File: config.mk
export PLATFORM = sky130hd
export DESIGN_NAME = note_to_pitch_converter_core
export DESIGN_NICKNAME = d
export VERILOG_FILES = /design/src/ntp_pkg.sv /design/src/note_to_pitch_converter_core.sv
export SDC_FILE = /design/constraint.sdc
export NUM_CORES = 1
export LEC_CHECK = 0
export BUFFER_PORTS_ARGS = -buffer_cell sky130_fd_sc_hd__buf_2
export CAP_MARGIN = 20
export CORE_UTILIZATION = 65
export DETAILED_ROUTE_END_ITERATION = 10
export PLACE_DENSITY_LB_ADDON = 0.08
export REMOVE_ABC_BUFFERS = 1
export SYNTH_ARGS = -nofsm -noshare
export SYNTH_HDL_FRONTEND = slang
export SYNTH_SLANG_ARGS = --single-unit
File: constraint.sdc
create_clock -name clk -period 19.22 [get_ports clk]
set_clock_uncertainty 0.15 [all_clocks]
set_input_delay 2.883 -clock clk [delete_from_list [all_inputs] [get_ports clk]]
set_output_delay 2.883 -clock clk [all_outputs]
set_load 0.05 [all_outputs]
File: src/ntp_pkg.sv
// Shared types, widths and factor tables for the note-to-pitch converter.
// No dependencies; imported by the converter core.
package ntp_pkg;

  localparam int NoteIdxW   = 4;
  localparam int FineIdxW   = 7;
  localparam int ShiftW     = 5;
  localparam int FactorW    = 16;
  localparam int BiasedW    = 9;
  localparam int OffsetBias = 264;
  // Octaves below this quotient of the biased offset are shifted down.
  localparam int NoShiftQuot = 24;
  // Reciprocal of 12 scaled by 2^13; exact floor for biased values up to 392.
  localparam int RecipTwelve = 683;
  localparam int RecipShift  = 13;

  typedef logic [FactorW-1:0] factor_t;

  function automatic factor_t semi_factor(input logic [NoteIdxW-1:0] idx);
    factor_t f;
    unique case (idx)
      4'd0:    f = 16'h8000;
      4'd1:    f = 16'h879C;
      4'd2:    f = 16'h8FAC;
      4'd3:    f = 16'h9837;
      4'd4:    f = 16'hA145;
      4'd5:    f = 16'hAADC;
      4'd6:    f = 16'hB504;
      4'd7:    f = 16'hBFC8;
      4'd8:    f = 16'hCB2F;
      4'd9:    f = 16'hD744;
      4'd10:   f = 16'hE411;
      4'd11:   f = 16'hF1A1;
      default: f = 16'h8000;
    endcase
    return f;
  endfunction

  localparam factor_t FineRom [128] = '{
    16'h8000, 16'h800E, 16'h801D, 16'h802C, 16'h803B, 16'h804A, 16'h8058, 16'h8067,
    16'h8076, 16'h8085, 16'h8094, 16'h80A3, 16'h80B1, 16'h80C0, 16'h80CF, 16'h80DE,
    16'h80ED, 16'h80FC, 16'h810B, 16'h811A, 16'h8129, 16'h8138, 16'h8146, 16'h8155,
    16'h8164, 16'h8173, 16'h8182, 16'h8191, 16'h81A0, 16'h81AF, 16'h81BE, 16'h81CD,
    16'h81DC, 16'h81EB, 16'h81FA, 16'h8209, 16'h8218, 16'h8227, 16'h8236, 16'h8245,
    16'h8254, 16'h8263, 16'h8272, 16'h8282, 16'h8291, 16'h82A0, 16'h82AF, 16'h82BE,
    16'h82CD, 16'h82DC, 16'h82EB, 16'h82FA, 16'h830A, 16'h8319, 16'h8328, 16'h8337,
    16'h8346, 16'h8355, 16'h8364, 16'h8374, 16'h8383, 16'h8392, 16'h83A1, 16'h83B0,
    16'h83C0, 16'h83CF, 16'h83DE, 16'h83ED, 16'h83FD, 16'h840C, 16'h841B, 16'h842A,
    16'h843A, 16'h8449, 16'h8458, 16'h8468, 16'h8477, 16'h8486, 16'h8495, 16'h84A5,
    16'h84B4, 16'h84C3, 16'h84D3, 16'h84E2, 16'h84F1, 16'h8501, 16'h8510, 16'h8520,
    16'h852F, 16'h853E, 16'h854E, 16'h855D, 16'h856D, 16'h857C, 16'h858B, 16'h859B,
    16'h85AA, 16'h85BA, 16'h85C9, 16'h85D9, 16'h85E8, 16'h85F8, 16'h8607, 16'h8617,
    16'h8626, 16'h8636, 16'h8645, 16'h8655, 16'h8664, 16'h8674, 16'h8683, 16'h8693,
    16'h86A2, 16'h86B2, 16'h86C1, 16'h86D1, 16'h86E0, 16'h86F0, 16'h8700, 16'h870F,
    16'h871F, 16'h872E, 16'h873E, 16'h874E, 16'h875D, 16'h876D, 16'h877D, 16'h878C
  };

endpackage

File: src/note_to_pitch_converter_core.sv
// Note-to-pitch converter core: index split, factor tables, multiply, rounding shift.
// Depends on ntp_pkg for the factor tables and widths.

// The core takes one note item per cycle while its output is not stalled and
// returns one 16-bit pitch word for each. Every item passes through four
// registers (input, table indices, scaled product, result), and m_tvalid rises
// when the item reaches the result register. The pipeline stalls only while
// the result register holds an item that has not been taken; s_tready then
// drops as the stages behind it fill up.
module note_to_pitch_converter_core
  import ntp_pkg::*;
(
  input  logic        clk,
  input  logic        rst,
  input  logic        s_tvalid,
  output logic        s_tready,
  // [7:0] reference note, [14:8] reference fine tune, [21:15] played_note,
  // [29:22] played_fine (signed), [31:30] zero
  input  logic [31:0] s_tdata,
  output logic        m_tvalid,
  input  logic        m_tready,
  // [15:0] pitch_word
  output logic [15:0] m_tdata
);

  logic v1, v2, v3;
  logic adv1, adv2, adv3;

  // Stage 1: input register.
  logic [7:0]        ref_note;
  logic [6:0]        ref_fine;
  logic [6:0]        played_note;
  logic signed [7:0] played_fine;

  // Stage 2: table indices and shift amount.
  logic [NoteIdxW-1:0] semi_sel;
  logic [FineIdxW-1:0] fine_sel;
  logic [ShiftW-1:0]   shift2;

  // Stage 3: scaled product and shift amount.
  logic [FactorW-1:0] prod;
  logic [ShiftW-1:0]  shift3;

  assign adv3     = !m_tvalid || m_tready;
  assign adv2     = !v3 || adv3;
  assign adv1     = !v2 || adv2;
  assign s_tready = !v1 || adv1;

  // Index split.
  logic signed [8:0] fine_sum;
  logic signed [1:0] carry;
  logic signed [9:0] note_off;
  logic [BiasedW-1:0] biased;
  logic [18:0]        quot_full;
  logic [5:0]         quot;
  logic [BiasedW-1:0] rem;
  logic [ShiftW-1:0]  shift_calc;

  always_comb begin
    fine_sum  = 9'(played_fine) + $signed({2'b00, ref_fine});
    carry     = fine_sum[8:7];
    note_off  = $signed({3'b000, played_note}) + 10'(carry) - $signed({2'b00, ref_note});
    biased    = BiasedW'(note_off + 10'(OffsetBias));
    quot_full = 19'(biased) * 19'(RecipTwelve);
    quot      = quot_full[RecipShift +: 6];
    rem       = biased - BiasedW'(quot) * BiasedW'(12);
    if (quot >= 6'(NoShiftQuot)) begin
      shift_calc = '0;
    end else begin
      shift_calc = ShiftW'(6'(NoShiftQuot) - quot);
    end
  end

  // Factor product; the upper half stays below 0x8000.
  logic [2*FactorW-1:0] full_prod;
  assign full_prod = semi_factor(semi_sel) * FineRom[fine_sel];

  // Right shift rounding half up, done on the product doubled so that the
  // half bit sits at position zero.
  logic [FactorW:0] dbl_shifted;
  logic [FactorW:0] rounded;
  logic [15:0]      pitch_calc;

  always_comb begin
    if (shift3 == '0) begin
      dbl_shifted = '0;
      rounded     = '0;
      pitch_calc  = prod;
    end else begin
      dbl_shifted = {prod, 1'b0} >> shift3;
      rounded     = dbl_shifted + (FactorW+1)'(1);
      pitch_calc  = rounded[FactorW:1];
    end
  end

  always_ff @(posedge clk) begin
    if (rst) begin
      v1       <= 1'b0;
      v2       <= 1'b0;
      v3       <= 1'b0;
      m_tvalid <= 1'b0;
    end else begin
      if (s_tready) v1 <= s_tvalid;
      if (adv1) v2 <= v1;
      if (adv2) v3 <= v2;
      if (adv3) m_tvalid <= v3;
    end
  end

  always_ff @(posedge clk) begin
    if (s_tvalid && s_tready) begin
      ref_note    <= s_tdata[7:0];
      ref_fine    <= s_tdata[14:8];
      played_note <= s_tdata[21:15];
      played_fine <= s_tdata[29:22];
    end
    if (v1 && adv1) begin
      semi_sel <= rem[NoteIdxW-1:0];
      fine_sel <= fine_sum[FineIdxW-1:0];
      shift2   <= shift_calc;
    end
    if (v2 && adv2) begin
      prod   <= full_prod[2*FactorW-1:FactorW];
      shift3 <= shift2;
    end
    if (v3 && adv3) begin
      m_tdata <= pitch_calc;
    end
  end

endmodule

-- Yosys cells after proc, flatten, opt, wreduce, memory -nomap -nowiden
Memory sizes are Yosys's and may differ from the RTL's. A register that Yosys moved wholly into a read port is not among the register bits.
Cells that the tools add are included.
- bits of input ports: 36
- memory bits (read-only): 2288
- register bits: 87
- latch bits: 0
- bits in writable memories: 0
- memories: 2
- $mul: 3
- add/sub/neg operators: 7
- div/mod/pow operators: 0
- equal/unequal tests: 0
- reduce and logical (&&, ||, !) cells: 13
- magnitude comparators: 2
- bitwise logic cells: 1
- shift operators: 1
- multiplexer cells: 4
- memories (name ; words ; bits a word ; read ports ; clocked after Yosys merged registers in ; wr ports ; line ; source):
    (name not given) ; 128 ; 16 ; 1 ; 0 ; 0 ; note_to_pitch_converter_core.sv:76 ; assign full_prod = semi_factor(semi_sel) * FineRom[fine_sel];
    (name not given) ; 16 ; 15 ; 1 ; 1 ; 0 ; ntp_pkg.sv:21 ; unique case (idx)
- operators with widths (kind ; number):
    $mux 16 ; 3
    $mul 16x16->32 ; 1
    $mul 9x10->19 const B ; 1
    $add 17x1->17 const B ; 1
    $shr 17x5->17 ; 1
    $add 8x2->9 ; 1
    $add 8x8->9 ; 1
    $add 9x9->9 const B ; 1
    $sub 9x9->9 ; 1
    $ge 8x8->1 const B ; 1
    $not 7->8 ; 1
    $ge 6x5->1 const B ; 1
    $mul 6x2->2 const B ; 1
    $logic_not 5->1 ; 1
    $sub 5x5->5 const A ; 1
    $logic_and 1x1->1 ; 4
    $logic_not 1->1 ; 4
    $logic_or 1x1->1 ; 4
    $mux 4 ; 1
    $sub 4x4->4 ; 1

-- Depth between registers and ports, before layout
- depth after elaboration: 8
- gate-level depth with buffers: 42
- mapped depth without buffers: 41

-- Worst setup path before layout
No wires, ideal clock.
- path type: reg-to-reg
- start: register ref_fine[0]
- end: register with a tool-made name
- path buffers: 1
- arrival time: 8534 ps
- clock period less this slack: 8814 ps
- slack: 10406 ps
- stages on the path, launching flop included: 41
- required time: 18940 ps
- cells stage by stage: edfxtp_1 > ha_1 > fa_1 > a21oi_1 > nor2_1 > nor2_1 > o21bai_1 > a21oi_1 > nand2b_1 > nand3b_1 > inv_1 > fa_1 > ha_1 > ha_1 > a21o_1 > a21oi_1 > nor2b_1 > o21a_1 > [5 not listed] > fa_1 > fa_1 > fa_1 > inv_1 > ha_1 > a21oi_1 > a21oi_1 > nand3_1 > a21oi_1 > xnor2_1 > ha_1 > xnor2_1 > xnor2_1 > mux2_2 > clkbuf_1 > nor2_1 > a21oi_1 > o21ai_0
- RTL lines (what ; line ; source):
    from (decl) ; note_to_pitch_converter_core.sv:31 ; logic [6:0] ref_fine;
    from (signal assigned) ; note_to_pitch_converter_core.sv:113 ; ref_fine <= s_tdata[14:8];

==> metrics.yaml <==
seq_area_frac_synth_pct: 19.5
cpPeakStageDelay_ns: 0.52
clockRootBuffer: "clkbuf_16"
path_clk_slew_ns: 0.09
grt_usage_pct: 28.9
clock.fmax_ghz: 0.102
ant_nets: 0
vias_per_cell: 5.92
fp.coreArea_um2: 22000
grt_pass1_wl_um: 53700
syn_inst: 1570
crit_fanout: 8
dr.pass1.iters: 8
synthesis.area_per_instance_um2: 9.41
wl_um: 32000
initialDrtViolationCount: 740
final_nets: 1978
async_flop_share_pct: 0
grt_max_degree: 49
hold_class: "flop to flop"
final_layout_size_suffix_gt1_share_pct: 7.82
crit_type: "flop to flop"
synth-seq-cells: 102
grt-ovfl-total: 0
cts_setup_buffers: 0
ys_types: 81
io_pins: 54
tightest_slew_ns: 1.08
cts_tree: "built"
num_rows: 54
ys.flop_type: "edfxtp_1"
drc_errors: 1
seq_area_um2: 2870
dp_hpwl_um: 24700
startpoint_type: "flop"
hold_viol_final: 0
timing.setup.tns_ns: 0
r2r_slack_ns: 9.39
fin_crit_ns: 9.83
vias: 11100
first_global_vias: 11300
die_w_um: 153
fin_crit_sh_pct: 51.2
drv_slew: 0
dieArea_um2: 23300
violations: "DRC"
h-tree-depth: 3
wl_per_cell_um: 17.1
chipHeight_um: 153
clkLatencyLatePin_ns: 0.37
endpoint_kind: "flop"
status: "finished, violations left"
slowest_stage: "fa_1"
yosysWarnings: 0
synth_area_um2: 14800
port_buffers: 51
final_cell_mix: "266 x inv_1, 199 x ha_1, 184 x nand2_1, 162 x fa_1, 83 x edfxtp_1"
gp_congestion: 0.901
area_delta_synth_final_pct: 5.08
antenna_found_initial: 0
initial_utilization_pct: 67.0
clock_sinks: 102
multi_input_comb_area_um2: 10600
max_cap_viol_count: 0
setup_viol: 0
timing.max_slew.rel_slack_pct: 28.0
worstPathArrival_ns: 9.97
fillCellCount: 1732
rsz0062_at_grt: "false"
clockBufferDepth: 2
synth_edf_count: 83
n_antenna_cell: 0
cts_buffers: 9
final_common_cell: "inv_1"
worstPathRequired_ns: 19.36
hold_buffers: 0
cts.repair.resized: 0
synthesized netlist by cell type (all sizes together), types with 5 or more instances:
master / count / area, µm²
buf: 19 / 120
nor2b: 17 / 106
o21ai: 60 / 300
o21bai: 10 / 75.1
nor2: 73 / 274
a21o: 16 / 120
or2: 9 / 56.3
a31oi: 9 / 71.3
nand4: 7 / 43.8
dfxtp: 19 / 380
mux2i: 20 / 200
o211ai: 15 / 113
mux2: 5 / 56.3
and2: 55 / 344
xnor2: 32 / 280
nand3b: 5 / 37.5
ha: 199 / 2490
edfxtp: 83 / 2490
a21oi: 67 / 335
a211oi: 17 / 133
inv: 267 / 1000
nor3: 21 / 110
fa: 162 / 3240
xor2: 15 / 131
mux4: 18 / 454
nand3: 23 / 120
nand2: 184 / 691
a311oi: 6 / 52.6
clkbuf: 47 / 210
nand2b: 14 / 95.1
o22ai: 6 / 37.5
layout make-up:
| class | count | share of cell area [%] |
|---|---|---|
| sequential | 102 | 18.5 |
| multi-input combinational | 1135 | 68.3 |
| timing repair buffer | 66 | 2.42 |
| clock buffer | 9 | 1.45 |
| clock inverter | 7 | 0.589 |
| inverter | 267 | 6.46 |
| tap | 280 | 2.26 |
through the flow:
stage | utilization [%] | hold WS, ns | setup WS [ns] | area (µm²) | std cells
after detailed placement | 69.0 | 0.266 | 9.41 | 15200 | 1850
after global placement | 69.0 | 0.266 | 9.58 | 15200 | 1849
after CTS | 70.5 | 0.295 | 9.31 | 15500 | 1866
final | 70.5 | 0.289 | 9.39 | 15500 | 1866
after global routing | 70.5 | 0.295 | 8.48 | 15500 | 1866
after floorplan | - | 0.250 | 10.49 | 14400 | 1504
kinds of logic (layout without fill, tap and decap cells):
| group | Yosys count | count (layout) | synth area share, % |
|---|---|---|---|
| simple gates | 432 | 432 | 14.0 |
| fa+ha+maj | 361 | 361 | 38.8 |
| buf+inv | 333 | 349 | 9.02 |
| compound gates | 252 | 252 | 11.1 |
| flops | 102 | 102 | 19.5 |
| xor+xnor | 47 | 47 | 2.79 |
| mux | 43 | 43 | 4.81 |
layer usage:
| layer | vias to the layer above | routed length [µm] | track usage, % |
|---|---|---|---|
| met1 | 5410 | 13900 | 37.6 |
| met3 | 42 | 1600 | 3.44 |
| met2 | 330 | 15900 | 51.1 |
| met4 | 0 | 539 | 7.94 |
| met5 | - | 0 | 0 |
| li1 | 5270 | - | - |
critical path: cells and delay by family (launching register included):
kind,cells,cell delay [ns]
XOR/XNOR,4,0.95
AO/OA/AOI/OAI,12,2.09
adder cells (fa/ha/maj),10,3.94
AND/OR/NAND/NOR,9,1.35
buffers and inverters,3,0.43
multiplexers,1,0.45
flip-flops,1,0.38
path summary, 6_finish.rpt:
check                               start                  end  depth (start not counted)
setup reg to reg    ref_fine[0]$_DFFE_PP_                 flop                         39
setup / recovery    ref_fine[0]$_DFFE_PP_                 flop                         39
hold reg to reg   shift2[2]$_SDFFCE_PP0P_  shift3[2]$_DFFE_PP_                          0
hold / removal    shift2[2]$_SDFFCE_PP0P_  shift3[2]$_DFFE_PP_                          0
Power is left out: the tool's default activity adds up to more than one toggle a clock period on the data nets, which glitch-free logic cannot reach.
